## src/rtl/core/csc_pkg.sv

```systemverilog
// ----------------------------------------------------------------------------
// csc_pkg: shared definitions for the cycling speed and cadence statistics
// Field widths, register map, action codes, sequencer states, the request and
// response bundles of the shared divider, and the averaging function.
// ----------------------------------------------------------------------------
package csc_pkg;

  localparam int CircW   = 10;
  localparam int ThrW    = 14;
  localparam int ShiftW  = 3;
  localparam int RevW    = 32;
  localparam int CrankW  = 16;
  localparam int TickW   = 16;
  localparam int AltW    = 25;
  localparam int TempW   = 16;
  localparam int StatW   = 16;
  localparam int DistW   = 40;
  localparam int ClimbW  = 32;
  localparam int ProdW   = RevW + CircW;

  // Shared divider: numerator, denominator, quotient and iteration counter.
  localparam int DivNumW = 58;
  localparam int DivDenW = 20;
  localparam int DivQW   = 16;
  localparam int DivCntW = 5;

  // Configuration port.
  localparam int AddrW   = 4;
  localparam int DataW   = 32;

  localparam logic [1:0] RegCirc  = 2'd0;
  localparam logic [1:0] RegThr   = 2'd1;
  localparam logic [1:0] RegShift = 2'd2;

  localparam logic [CircW-1:0]  CircReset  = CircW'(28);
  localparam logic [ThrW-1:0]   ThrReset   = ThrW'(200);
  localparam logic [ShiftW-1:0] ShiftReset = ShiftW'(1);

  localparam logic [1:0] ActCrank = 2'd0;
  localparam logic [1:0] ActWheel = 2'd1;
  localparam logic [1:0] ActBaro  = 2'd2;

  typedef struct packed {
    logic [CircW-1:0]  circ;
    logic [ThrW-1:0]   thr;
    logic [ShiftW-1:0] shift;
  } cfg_t;

  typedef struct packed {
    logic               start;
    logic [DivNumW-1:0] num;
    logic [DivDenW-1:0] den;
  } div_req_t;

  typedef struct packed {
    logic             done;
    logic [DivQW-1:0] quo;
  } div_rsp_t;

  typedef enum logic [3:0] {
    S_IDLE,
    S_CRANK,
    S_WHEEL,
    S_WHEEL_DIV,
    S_DIV_WAIT,
    S_AVG,
    S_BARO,
    S_CLIMB,
    S_DONE
  } state_e;

  // avg * (2^sh - 1) + fresh, divided by 2^sh. The sum never exceeds 24 bits.
  function automatic logic [StatW-1:0] ema_update(input logic [StatW-1:0]  avg,
                                                  input logic [StatW-1:0]  fresh,
                                                  input logic [ShiftW-1:0] sh);
    logic [StatW+7:0] scaled;
    logic [StatW+7:0] sum;
    scaled = {8'b0, avg} << sh;
    sum    = scaled - {8'b0, avg} + {8'b0, fresh};
    ema_update = StatW'(sum >> sh);
  endfunction

endpackage

```

## src/rtl/core/csc_apb_regs.sv

```systemverilog
// ----------------------------------------------------------------------------
// csc_apb_regs: configuration registers
// Holds wheel circumference, climb threshold and averaging shift behind an
// APB-style port with zero wait states.
// ----------------------------------------------------------------------------
module csc_apb_regs (
  input  logic                       clk_i,
  input  logic                       rst_ni,
  input  logic                       psel,
  input  logic                       penable,
  input  logic                       pwrite,
  input  logic [csc_pkg::AddrW-1:0]  paddr,
  input  logic [csc_pkg::DataW-1:0]  pwdata,
  output logic [csc_pkg::DataW-1:0]  prdata,
  output logic                       pready,
  output csc_pkg::cfg_t              cfg_o
);
  import csc_pkg::*;

  cfg_t cfg_q, cfg_d;
  logic wr_en;

  assign pready = 1'b1;
  assign wr_en  = psel && penable && pwrite;

  always_comb begin
    cfg_d = cfg_q;
    if (wr_en) begin
      unique case (paddr[3:2])
        RegCirc:  cfg_d.circ  = pwdata[CircW-1:0];
        RegThr:   cfg_d.thr   = pwdata[ThrW-1:0];
        RegShift: cfg_d.shift = pwdata[ShiftW-1:0];
        default:  cfg_d = cfg_q;
      endcase
    end
  end

  always_ff @(posedge clk_i or negedge rst_ni) begin
    if (!rst_ni) begin
      cfg_q.circ  <= CircReset;
      cfg_q.thr   <= ThrReset;
      cfg_q.shift <= ShiftReset;
    end else begin
      cfg_q <= cfg_d;
    end
  end

  always_comb begin
    unique case (paddr[3:2])
      RegCirc:  prdata = DataW'(cfg_q.circ);
      RegThr:   prdata = DataW'(cfg_q.thr);
      RegShift: prdata = DataW'(cfg_q.shift);
      default:  prdata = '0;
    endcase
  end

  assign cfg_o = cfg_q;

endmodule

```

## src/rtl/core/csc_divider.sv

```systemverilog
// ----------------------------------------------------------------------------
// csc_divider: shared iterative divider
// Restoring division giving a 16-bit quotient, one bit per cycle. A quotient
// that would not fit is detected at start and returned as all ones.
// ----------------------------------------------------------------------------
module csc_divider (
  input  logic              clk_i,
  input  logic              rst_ni,
  input  csc_pkg::div_req_t req_i,
  output csc_pkg::div_rsp_t rsp_o
);
  import csc_pkg::*;

  logic               busy_q;
  logic               done_q;
  logic               sat_q;
  logic [DivCntW-1:0] cnt_q;
  logic [DivDenW-1:0] rem_q;
  logic [DivDenW-1:0] den_q;
  logic [DivQW-1:0]   quo_q;

  logic               over;
  logic [DivDenW:0]   trial;
  logic [DivDenW:0]   diff;
  logic               fits;

  // The quotient fits in 16 bits exactly when the numerator's upper part is
  // below the denominator.
  assign over  = req_i.num[DivNumW-1:DivQW] >= (DivNumW-DivQW)'(req_i.den);
  assign trial = {rem_q, quo_q[DivQW-1]};
  assign diff  = trial - {1'b0, den_q};
  assign fits  = trial >= {1'b0, den_q};

  always_ff @(posedge clk_i or negedge rst_ni) begin
    if (!rst_ni) begin
      busy_q <= 1'b0;
      done_q <= 1'b0;
      sat_q  <= 1'b0;
      cnt_q  <= '0;
    end else begin
      done_q <= 1'b0;
      if (req_i.start) begin
        sat_q <= over;
        if (over) begin
          done_q <= 1'b1;
        end else begin
          busy_q <= 1'b1;
          cnt_q  <= DivCntW'(DivQW);
        end
      end else if (busy_q) begin
        cnt_q <= cnt_q - DivCntW'(1);
        if (cnt_q == DivCntW'(1)) begin
          busy_q <= 1'b0;
          done_q <= 1'b1;
        end
      end
    end
  end

  always_ff @(posedge clk_i) begin
    if (req_i.start) begin
      den_q <= req_i.den;
      rem_q <= req_i.num[DivQW+DivDenW-1:DivQW];
      quo_q <= req_i.num[DivQW-1:0];
    end else if (busy_q) begin
      rem_q <= fits ? diff[DivDenW-1:0] : trial[DivDenW-1:0];
      quo_q <= {quo_q[DivQW-2:0], fits};
    end
  end

  assign rsp_o.done = done_q;
  assign rsp_o.quo  = sat_q ? '1 : quo_q;

endmodule

```

## src/rtl/core/cycling_speed_cadence_stats_unit.sv

```systemverilog
// ----------------------------------------------------------------------------
// cycling_speed_cadence_stats_unit: ride statistics from sensor events
// Turns crank, wheel and barometer events into speed, cadence, their running
// averages, ride distance, filtered climb and the latest temperature.
//
//   Channel  Direction  Handshake                Contents
//   in       to block   in_valid_i / in_stall_o   one event word
//   out      from block out_valid_o / out_stall_i one statistics word
//   config   to block   APB psel/penable/pready   three registers
//
// A wheel event runs S_WHEEL and S_WHEEL_DIV, a crank event S_CRANK, then
// S_DIV_WAIT, S_AVG and S_DONE: the shared divider gives one quotient bit per
// cycle; a saturating quotient skips that loop. Barometer events add S_CLIMB
// unless first or falling; first events, zero time deltas and unknown actions
// skip to S_DONE. Reset clears all statistics and restores the defaults.
// A stalled result waits in the output register; the next event may already
// be accepted and runs until its own result is ready to be loaded.
// ----------------------------------------------------------------------------
module cycling_speed_cadence_stats_unit (
  input  logic                              clk_i,
  input  logic                              rst_ni,
  // Event channel
  input  logic                              in_valid_i,
  output logic                              in_stall_o,
  input  logic [1:0]                        action_i,
  input  logic [csc_pkg::RevW-1:0]          rev_count_i,
  input  logic [csc_pkg::TickW-1:0]         event_ticks_i,
  input  logic signed [csc_pkg::AltW-1:0]   altitude_cm_i,
  input  logic [csc_pkg::TempW-1:0]         temperature_raw_i,
  // Result channel
  output logic                              out_valid_o,
  input  logic                              out_stall_i,
  output logic [csc_pkg::StatW-1:0]         speed_now_o,
  output logic [csc_pkg::StatW-1:0]         speed_average_o,
  output logic [csc_pkg::StatW-1:0]         cadence_now_o,
  output logic [csc_pkg::StatW-1:0]         cadence_average_o,
  output logic [csc_pkg::DistW-1:0]         ride_distance_cm_o,
  output logic [csc_pkg::ClimbW-1:0]        ride_climb_cm_o,
  output logic [csc_pkg::TempW-1:0]         temperature_now_o,
  // Configuration port
  input  logic                              psel,
  input  logic                              penable,
  input  logic                              pwrite,
  input  logic [csc_pkg::AddrW-1:0]         paddr,
  input  logic [csc_pkg::DataW-1:0]         pwdata,
  output logic [csc_pkg::DataW-1:0]         prdata,
  output logic                              pready
);
  import csc_pkg::*;

  cfg_t     cfg;
  div_req_t div_req;
  div_rsp_t div_rsp;

  state_e state_q, state_d;

  // Latched event word.
  logic [1:0]       act_q;
  logic [RevW-1:0]  revs_q;
  logic [TickW-1:0] ticks_q;
  logic [AltW-1:0]  alt_q;
  logic [TempW-1:0] temp_q;

  // Working values.
  logic [ProdW-1:0] num_q;
  logic [TickW-1:0] dt_q;
  logic [AltW-1:0]  delta_q;

  // Statistics state.
  logic [RevW-1:0]   last_wheel_revs_q;
  logic [TickW-1:0]  last_wheel_ticks_q;
  logic              wheel_seen_q;
  logic [CrankW-1:0] last_crank_revs_q;
  logic [TickW-1:0]  last_crank_ticks_q;
  logic              crank_seen_q;
  logic [StatW-1:0]  speed_q;
  logic [StatW-1:0]  speed_avg_q;
  logic [StatW-1:0]  cadence_q;
  logic [StatW-1:0]  cadence_avg_q;
  logic [DistW-1:0]  dist_q;
  logic [AltW-1:0]   last_alt_q;
  logic              alt_seen_q;
  logic [ClimbW-1:0] run_q;
  logic [ClimbW-1:0] climb_q;
  logic [TempW-1:0]  temp_reg_q;

  // Output register.
  logic              out_valid_q;
  logic [StatW-1:0]  o_speed_q;
  logic [StatW-1:0]  o_speed_avg_q;
  logic [StatW-1:0]  o_cadence_q;
  logic [StatW-1:0]  o_cadence_avg_q;
  logic [DistW-1:0]  o_dist_q;
  logic [ClimbW-1:0] o_climb_q;
  logic [TempW-1:0]  o_temp_q;

  // Sequencer strobes.
  logic in_accept;
  logic div_start;
  logic out_load;

  // Combinational helpers.
  logic [TickW-1:0]   dt_wheel;
  logic [TickW-1:0]   dt_crank;
  logic [RevW-1:0]    dr_wheel;
  logic [CrankW-1:0]  dr_crank;
  logic [ProdW-1:0]   prod_wheel;
  logic [CrankW+3:0]  dr_crank15;
  logic [ProdW+3:0]   num_wheel9;
  logic [DivDenW-1:0] den_wheel;
  logic [DistW+2:0]   dist_sum;
  logic [AltW:0]      alt_delta;
  logic [ClimbW:0]    run_sum;
  logic [ClimbW:0]    climb_sum;
  logic               crank_go;
  logic               wheel_go;
  logic               out_free;

  csc_apb_regs u_regs (
    .clk_i   (clk_i),
    .rst_ni  (rst_ni),
    .psel    (psel),
    .penable (penable),
    .pwrite  (pwrite),
    .paddr   (paddr),
    .pwdata  (pwdata),
    .prdata  (prdata),
    .pready  (pready),
    .cfg_o   (cfg)
  );

  csc_divider u_div (
    .clk_i  (clk_i),
    .rst_ni (rst_ni),
    .req_i  (div_req),
    .rsp_o  (div_rsp)
  );

  assign dt_wheel   = ticks_q - last_wheel_ticks_q;
  assign dt_crank   = ticks_q - last_crank_ticks_q;
  assign dr_wheel   = revs_q - last_wheel_revs_q;
  assign dr_crank   = revs_q[CrankW-1:0] - last_crank_revs_q;
  assign prod_wheel = {{CircW{1'b0}}, dr_wheel} * {{RevW{1'b0}}, cfg.circ};
  assign crank_go   = crank_seen_q && (dt_crank != '0);
  assign wheel_go   = wheel_seen_q && (dt_wheel != '0);
  assign out_free   = !out_valid_q || !out_stall_i;

  // Speed is revs*circ*36864/(10*dt), with 36864 = 9 * 4096.
  // Cadence is revs*61440/dt, with 61440 = 15 * 4096.
  assign dr_crank15 = ({4'b0, dr_crank} << 4) - {4'b0, dr_crank};
  assign num_wheel9 = ({4'b0, num_q} << 3) + {4'b0, num_q};
  assign den_wheel  = ({4'b0, dt_q} << 3) + ({4'b0, dt_q} << 1);

  assign dist_sum  = {3'b0, dist_q} + {1'b0, num_q};
  assign alt_delta = {alt_q[AltW-1], alt_q} - {last_alt_q[AltW-1], last_alt_q};
  assign run_sum   = {1'b0, run_q} + (ClimbW+1)'(delta_q);
  assign climb_sum = {1'b0, climb_q} + (ClimbW+1)'(delta_q);

  always_comb begin
    div_req.start = div_start;
    if (state_q == S_WHEEL_DIV) begin
      div_req.num = {num_wheel9, 12'b0};
      div_req.den = den_wheel;
    end else begin
      div_req.num = DivNumW'({dr_crank15, 12'b0});
      div_req.den = DivDenW'(dt_crank);
    end
  end

  // Next state.
  always_comb begin
    state_d = state_q;
    unique case (state_q)
      S_IDLE: begin
        if (in_valid_i) begin
          unique case (action_i)
            ActCrank: state_d = S_CRANK;
            ActWheel: state_d = S_WHEEL;
            ActBaro:  state_d = S_BARO;
            default:  state_d = S_DONE;
          endcase
        end
      end
      S_CRANK:     state_d = crank_go ? S_DIV_WAIT : S_DONE;
      S_WHEEL:     state_d = wheel_go ? S_WHEEL_DIV : S_DONE;
      S_WHEEL_DIV: state_d = S_DIV_WAIT;
      S_DIV_WAIT: begin
        if (div_rsp.done) begin
          state_d = S_AVG;
        end
      end
      S_AVG:       state_d = S_DONE;
      S_BARO:      state_d = (alt_seen_q && !alt_delta[AltW]) ? S_CLIMB : S_DONE;
      S_CLIMB:     state_d = S_DONE;
      S_DONE: begin
        if (out_free) begin
          state_d = S_IDLE;
        end
      end
      default:     state_d = S_IDLE;
    endcase
  end

  // Sequencer outputs.
  always_comb begin
    in_stall_o = 1'b1;
    div_start  = 1'b0;
    out_load   = 1'b0;
    unique case (state_q)
      S_IDLE:      in_stall_o = 1'b0;
      S_CRANK:     div_start  = crank_go;
      S_WHEEL_DIV: div_start  = 1'b1;
      S_DONE:      out_load   = out_free;
      default:     in_stall_o = 1'b1;
    endcase
  end

  assign in_accept = in_valid_i && !in_stall_o;

  always_ff @(posedge clk_i or negedge rst_ni) begin
    if (!rst_ni) begin
      state_q <= S_IDLE;
    end else begin
      state_q <= state_d;
    end
  end

  always_ff @(posedge clk_i) begin
    if (in_accept) begin
      act_q   <= action_i;
      revs_q  <= rev_count_i;
      ticks_q <= event_ticks_i;
      alt_q   <= altitude_cm_i;
      temp_q  <= temperature_raw_i;
    end
    if (state_q == S_WHEEL) begin
      num_q <= prod_wheel;
      dt_q  <= dt_wheel;
    end
    if (state_q == S_BARO) begin
      delta_q <= alt_delta[AltW-1:0];
    end
  end

  always_ff @(posedge clk_i or negedge rst_ni) begin
    if (!rst_ni) begin
      last_wheel_revs_q  <= '0;
      last_wheel_ticks_q <= '0;
      wheel_seen_q       <= 1'b0;
      last_crank_revs_q  <= '0;
      last_crank_ticks_q <= '0;
      crank_seen_q       <= 1'b0;
      speed_q            <= '0;
      speed_avg_q        <= '0;
      cadence_q          <= '0;
      cadence_avg_q      <= '0;
      dist_q             <= '0;
      last_alt_q         <= '0;
      alt_seen_q         <= 1'b0;
      run_q              <= '0;
      climb_q            <= '0;
      temp_reg_q         <= '0;
    end else begin
      case (state_q)
        S_CRANK: begin
          // The first crank event only seeds; a zero time delta is dropped.
          if (!crank_seen_q || crank_go) begin
            crank_seen_q       <= 1'b1;
            last_crank_revs_q  <= revs_q[CrankW-1:0];
            last_crank_ticks_q <= ticks_q;
          end
        end
        S_WHEEL: begin
          if (!wheel_seen_q || wheel_go) begin
            wheel_seen_q       <= 1'b1;
            last_wheel_revs_q  <= revs_q;
            last_wheel_ticks_q <= ticks_q;
          end
        end
        S_WHEEL_DIV: begin
          dist_q <= (dist_sum[DistW+2:DistW] != '0) ? '1 : dist_sum[DistW-1:0];
        end
        S_AVG: begin
          if (act_q == ActWheel) begin
            speed_q     <= div_rsp.quo;
            speed_avg_q <= ema_update(speed_avg_q, div_rsp.quo, cfg.shift);
          end else begin
            cadence_q     <= div_rsp.quo;
            cadence_avg_q <= ema_update(cadence_avg_q, div_rsp.quo, cfg.shift);
          end
        end
        S_BARO: begin
          temp_reg_q <= temp_q;
          last_alt_q <= alt_q;
          alt_seen_q <= 1'b1;
          // A descent restarts the climb run.
          if (alt_seen_q && alt_delta[AltW]) begin
            run_q <= '0;
          end
        end
        S_CLIMB: begin
          // The run is updated here, and the comparison below is made on the updated
          // sum rather than on run_q, so it uses the new run.
          run_q <= run_sum[ClimbW] ? '1 : run_sum[ClimbW-1:0];
        end
        default: begin
        end
      endcase
      // Gain counts once the updated run exceeds the threshold.
      if (state_q == S_CLIMB) begin
        if ((run_sum[ClimbW] ? {ClimbW{1'b1}} : run_sum[ClimbW-1:0])
            > ClimbW'(cfg.thr)) begin
          climb_q <= climb_sum[ClimbW] ? '1 : climb_sum[ClimbW-1:0];
        end
      end
    end
  end

  always_ff @(posedge clk_i or negedge rst_ni) begin
    if (!rst_ni) begin
      out_valid_q <= 1'b0;
    end else if (out_load) begin
      out_valid_q <= 1'b1;
    end else if (!out_stall_i) begin
      out_valid_q <= 1'b0;
    end
  end

  always_ff @(posedge clk_i) begin
    if (out_load) begin
      o_speed_q       <= speed_q;
      o_speed_avg_q   <= speed_avg_q;
      o_cadence_q     <= cadence_q;
      o_cadence_avg_q <= cadence_avg_q;
      o_dist_q        <= dist_q;
      o_climb_q       <= climb_q;
      o_temp_q        <= temp_reg_q;
    end
  end

  assign out_valid_o        = out_valid_q;
  assign speed_now_o        = o_speed_q;
  assign speed_average_o    = o_speed_avg_q;
  assign cadence_now_o      = o_cadence_q;
  assign cadence_average_o  = o_cadence_avg_q;
  assign ride_distance_cm_o = o_dist_q;
  assign ride_climb_cm_o    = o_climb_q;
  assign temperature_now_o  = o_temp_q;

endmodule

```

## config.mk

```make
export PLATFORM = sky130hd
export DESIGN_NAME = cycling_speed_cadence_stats_unit
export DESIGN_NICKNAME = d
export VERILOG_FILES = /design/src/rtl/core/csc_pkg.sv /design/src/rtl/core/csc_apb_regs.sv /design/src/rtl/core/csc_divider.sv /design/src/rtl/core/cycling_speed_cadence_stats_unit.sv
export SDC_FILE = /design/constraint.sdc
export NUM_CORES = 2
export LEC_CHECK = 0
export CAP_MARGIN = 40
export CORE_MARGIN = 5
export CORE_UTILIZATION = 55
export CTS_BUF_LIST = sky130_fd_sc_hd__clkbuf_16
export CTS_CLUSTER_SIZE = 12
export DETAILED_ROUTE_END_ITERATION = 10
export DONT_BUFFER_PORTS = 1
export GPL_TIMING_DRIVEN = 1
export PLACE_DENSITY = 0.73
export SKIP_CTS_REPAIR_TIMING = 1
export SYNTH_ARGS = -nofsm -noshare
export SYNTH_HDL_FRONTEND = slang
export SYNTH_SLANG_ARGS = --single-unit
```

## constraint.sdc

```tcl
create_clock -name clk_i -period 8.74 [get_ports clk_i]
set_input_delay 0.437 -clock clk_i [delete_from_list [all_inputs] [get_ports clk_i]]
set_output_delay 0.437 -clock clk_i [all_outputs]
set_load 0.01 [all_outputs]
```

## After elaboration in Yosys (flattened, before gate mapping)

Index checks and enable logic that the tools add are counted.
W data, S select, Z words.

| storage, ports and cells | value |
|---|---|
| register bits after elaboration | 714 |
| input port bits | 134 |
| word-level logic and storage cells | 161 |

| operators by class | value |
|---|---|
| add/subtract/negate cells | 17 |
| multiply operators | 1 |
| $lt $le $gt $ge | 3 |
| eq/ne operators | 20 |
| shift operators | 4 |
| mux-type cells | 37 |
| bitwise operators | 1 |
| reduce and logical (&&, ||, !) cells | 35 |

Operators with widths:

| cell | count |
|---|---|
| $mux W32 | 3 |
| $mux W78 | 1 |
| $add A32 B25 Y33 | 2 |
| $pmux W32 S2 | 1 |
| $mux W20 | 3 |
| $add A24 B16 Y24 | 2 |
| $mux W16 | 3 |
| $shl A16 B3 Y24 | 2 |
| $shr A24 B3 Y16 | 2 |
| $sub A16 B16 Y16 | 3 |
| $sub A24 B16 Y24 | 2 |
| $add A45 B42 Y46 | 1 |
| $add A40 B42 Y43 | 1 |
| $ge A42 B20 Y1 | 1 |
| $mul A32 B10 Y42 | 1 |
| $pmux W14 S3 | 1 |
| $mux W40 | 1 |
| $gt A32 B14 Y1 | 1 |
| $pmux W4 S8 | 1 |
| $reduce_bool A16 Y1 | 2 |
| $sub A32 B32 Y32 | 1 |
| $sub A25 B25 Y26 | 1 |
| $mux W4 | 6 |
| $ge A21 B20 Y1 | 1 |
| 28 further kinds | 75 |

## Longest topological paths before layout

| depth | value |
|---|---|
| depth in word-level cells | 6 |
| depth in mapped cells | 36 |
| gate-level depth less buffers | 36 |

## By module

From an unflattened synthesis, not the netlist that was laid out.

| unflattened totals | value |
|---|---|
| cell total of the unflattened synthesis | 5593 |
| area total of the unflattened synthesis | 55510.7 µm² |

By module, submodules not included:

| module | instances | cells each | area an instance (µm²) |
|---|---|---|---|
| cycling_speed_cadence_stats_unit | 1 | 5034 | 49565.0 |
| csc_divider | 1 | 448 | 4534.3 |
| csc_apb_regs | 1 | 111 | 1411.4 |

## Least setup slack after synthesis

No wires, ideal clock.

| path | value |
|---|---|
| path kind | reg2reg |
| start point | register state_q[0] |
| end point | register o_cadence_avg_q[0], in the netlist cadence_average_o[0] (enable) |
| setup time | 713 ps |
| arrival time | 8318 ps |
| data required time | 8027 ps |
| slack | -292 ps |
| cell stages (with the launch flop) | 5 |
| path buffers | 1 |
| period minus slack after synthesis | 9032 ps |
| cell sequence | dfrtp_1 -> clkbuf_1 -> nor2_1 -> nand3b_1 -> a21oi_1 |

| on the way | value |
|---|---|
| cells in the longest elaborated chain, start to end | 2 |

Ends and longest elaborated chain:

| element | line | text |
|---|---|---|
| start, declared | cycling_speed_cadence_stats_unit.sv:55 | `state_e state_q, state_d;` |
| start signal, assigned | cycling_speed_cadence_stats_unit.sv:224 | `state_q <= state_d;` |
| $eq A4 B4 Y1 | cycling_speed_cadence_stats_unit.sv:209 | `unique case (state_q)` |
| $mux W1 | cycling_speed_cadence_stats_unit.sv:209 |  |
| named net out_load | cycling_speed_cadence_stats_unit.sv:100 | `logic out_load;` |
| end signal, assigned | cycling_speed_cadence_stats_unit.sv:334 | `o_cadence_avg_q <= cadence_avg_q;` |
| end, declared | cycling_speed_cadence_stats_unit.sv:92 | `logic [StatW-1:0] o_cadence_avg_q;` |

The timed path passes the listed nets, and every way through them passes these cells.
A chain may end at the register's enable or synchronous reset.

## Final worst setup path

| path | value |
|---|---|
| start point | register revs_q[0] |
| end point | register num_q[40], data pin |

| on the way | value |
|---|---|
| cells in the longest elaborated chain, start to end | 2 |

Ends and longest elaborated chain:

| element | line | text |
|---|---|---|
| start, declared | cycling_speed_cadence_stats_unit.sv:59 | `logic [RevW-1:0] revs_q;` |
| start signal, assigned | cycling_speed_cadence_stats_unit.sv:231 | `revs_q <= rev_count_i;` |
| $sub A32 B32 Y32 | cycling_speed_cadence_stats_unit.sv:141 | `assign dr_wheel = revs_q - last_wheel_revs_q;` |
| $mul A32 B10 Y42 | cycling_speed_cadence_stats_unit.sv:143 | `assign prod_wheel = {{CircW{1'b0}}, dr_wheel} * {{RevW{1'b0}}, cfg.circ};` |
| named net prod_wheel[40] | cycling_speed_cadence_stats_unit.sv:107 | `logic [ProdW-1:0] prod_wheel;` |
| end signal, assigned | cycling_speed_cadence_stats_unit.sv:237 | `num_q <= prod_wheel;` |
| end, declared | cycling_speed_cadence_stats_unit.sv:65 | `logic [ProdW-1:0] num_q;` |

The timed path passes the listed nets, and every way through them passes these cells.

==> key figures <==
Synthesis
  – Cell Area, Synth: between 0.05 and 0.06 mm2
  – Async SR Flop Fraction: 46.5%
  – Top_reg_cell synth: edfxtp_1
  – Sequential element share of the synthesized area: a little over a third
  – Register bit total from synthesis: 714
  – EDFF count, synth: 382
  – Number of library cell types mapped by synthesis: 91
  – Mapped Avg Cell Area: a little under 10 um2
  – Synthesis Warnings: 0
  – Cells after Synth: about 5.7k

Finish
  – Area Overhead vs Synth: 10.7%
  – Layout fillers: 8262
  – Share of cells above drive strength 1: 7.75%
  – Final #Nets: 6736

Floorplanning
  – Full die area: 0.107 mm2
  – Die height: 328 um
  – Cell row count: 116
  – Die width: 328 um
  – Core area: 0.100 mm2
  – I/O pins: between 300 and 400
  – Initial Util: 55.4%

Critical path
  – Bufs and invs on worst path: 5
  – CP Launch Type: flip-flop
  – CP arrival: 8.81 ns
  – Crit path max-delay family: adder cells
  – Crit path capture type: flip-flop
  – CP max FO: 4
  – Critical path type: reg -> reg
  – Slowest cell on crit path: fa_1
  – Critical path's most frequent cell: fa_1
  – Req. time, crit path: 9.15 ns
  – Worst path max stage delay: 0.56 ns

Global routing
  – First-pass GRT wire length: around 220000 um
  – Largest net degree at the start of global routing: 333
  – GRT Total Usage: 25.8%
  – Grt total ovfl: 0
  – Antenna violations before repair: 6
  – Vias in the first global route: around 42k

STA
  – Max frequency: about 0.12 GHz
  – Final Hold Viols: 60
  – Min cycle time layout: 8.40 ns
  – Hold slack: -0.133 ns
  – Setup WS post-layout: 0.340 ns
  – Final Slew Violations: around 330
  – Final setup viols: 0
  – Fin crit share: 96.1%
  – Relative slew margins: -43.1%
  – Actual slew at the worst max-slew pin: 2.15 ns
  – Clk_skew: approximately 0.021 ns

Clock tree
  – Worst-Skew Late Latency: 0.66 ns
  – Register clock-pin slew on the reported worst setup and hold paths: 0.06 ns
  – Max Buffers Root-to-Sink: 3
  – CTS sink count: 714
  – Htree depth: 3
  – TritonCTS clock tree: built
  – Cts bufs inserted: 81
  – Root Driver: clkbuf_16

Routing
  – Average wire per standard cell: 19.5 um
  – Vias: 43.0k
  – DRC violations left: 0
  – Avg Vias per Cell: slightly below 6
  – Drt pass-1 iters: 6
  – Drt total wl: 141000 um
  – ANT nets after route: 0
  – DR iter-0 viols: 3254

Place
  – HPWL after DPL: 106000 um
  – Port Buf Inserts: 0
  – Place WS: -0.186 ns
  – Final GP Congestion: 0.935

Run status
  – Status: finished, violations left
  – Failing checks: hold timing, slew limit

Hold path
  – Type of the most critical hold path: in -> async

Run
  – MaxCap Viol Count: 0
layout by cell type (no fill, tap or decap), drive strengths merged, types with 93 or more instances in the layout:
cell type,synthesis,layout
xnor2,190,190
o21ai,305,305
fa,281,281
nor2,384,384
nor3,101,101
xor2,97,97
mux2,126,126
and2,195,195
edfxtp,382,382
dlygate4sd3,0,106
buf,48,149
mux2i,93,93
a21oi,442,442
dfrtp,325,325
nand2,518,518
ha,439,439
a21o,131,131
inv,554,583
per-layer routing:
layer | global-route usage (%) | vias to the layer above | routed length (um)
met2 | 41.4 | 1375 | 65200
met3 | 4.68 | 260 | 9220
met4 | 9.56 | 2 | 5340
li1 | - | 20425 | -
met1 | 35.3 | 20980 | 61600
met5 | 0 | - | 11
area by class of cell:
cell class	count	area, um2	share of cell area, %
Antenna cell	1	2.50	0.00407
Clock buffer	82	2050	3.34
Clock inverter	68	633	1.03
Inverter	555	2080	3.39
Multi-Input combinational cell	4275	33000	53.7
Sequential cell	714	19800	32.2
Tap cell	1298	1620	2.64
Timing Repair Buffer	255	2280	3.71
path summary, 6_finish.rpt:
check | slack, ns | to | from | cells past startpoint
max in group asynchronous | 7.13 | cadence_avg_q[8] | rst_ni | 1
max | 0.34 | num_q[40] | revs_q[0] | 33
max reg2reg | 0.34 | num_q[40] | revs_q[0] | 33
min reg2reg | 0.43 | temperature_now_o[0] | temp_reg_q[0] | 0
min in group clk_i | 0.01 | u_regs.cfg_o[10] | paddr[3] | 3
min | -0.13 | last_wheel_revs_q[15] | rst_ni | 1
cell usage after synthesis, drive strengths merged, types with 12 or more instances:
library cell  instances  area [um2]
a2111oi              12         106
a211o                14         123
a211oi               59         443
a21boi               21         158
a21o                131         983
a21oi               442        2210
a22oi                16         120
a31oi                67         419
and2                195        1220
and3                 47         294
buf                  48         302
clkbuf              160         601
dfrtp               325        8130
edfxtp              382       11500
fa                  281        5630
ha                  439        5490
inv                 554        2080
mux2                126        1420
mux2i                93         931
nand2               518        1940
nand2b               62         388
nand3                81         405
nand4                45         282
nor2                384        1440
nor2b                79         494
nor3                101         505
nor4                 19         119
o211ai               30         225
o21a                 81         608
o21ai               305        1530
o21bai               46         345
o2bb2ai              14         123
o31ai                23         173
or2                  27         169
or3                  24         150
xnor2               190        1660
xor2                 97         850
flip-flops by register name, summed over array words and instances (netlist names), 20 cells and up:
signal / count
num_q: 42
dist_q: 40
ride_distance_cm_o: 40
climb_q: 32
last_wheel_revs_q: 32
revs_q: 32
ride_climb_cm_o: 32
run_q: 32
u_regs.cfg_o: 27
alt_q: 25
delta_q: 25
last_alt_q: 25
u_div.den_q: 20
u_div.rem_q: 20
kinds of logic (layout without fill, tap and decap cells):
family,Yosys count,in the layout,synth area share [%]
fa+ha+maj,720,720,20.0
compound gates,1404,1404,16.0
buf+inv,763,960,5.38
simple gates,1621,1621,14.0
mux,224,224,4.44
xor+xnor,287,287,4.53
flops,714,714,35.7
other cells,2,20,0.0135
per-stage QoR:
stage / cell area, um2 / setup TNS [ns] / hold WS, ns / util (%) / std cells
finish: 61400 / 0 / -0.133 / 61.3 / 7248
global route: 61400 / -0.0188 / 0.0122 / 61.3 / 7247
CTS: 60200 / -0.238 / -0.554 / 60.1 / 7138
detailed placement: 57500 / -0.186 / 0.177 / 57.4 / 6988
global placement: 57400 / 0 / 0.179 / 57.3 / 6981
floorplan: 55600 / 0 / 0.141 / - / 5752
Power is left out: the tool's default activity adds up to more than one toggle a clock period on the data nets, which glitch-free logic cannot reach.
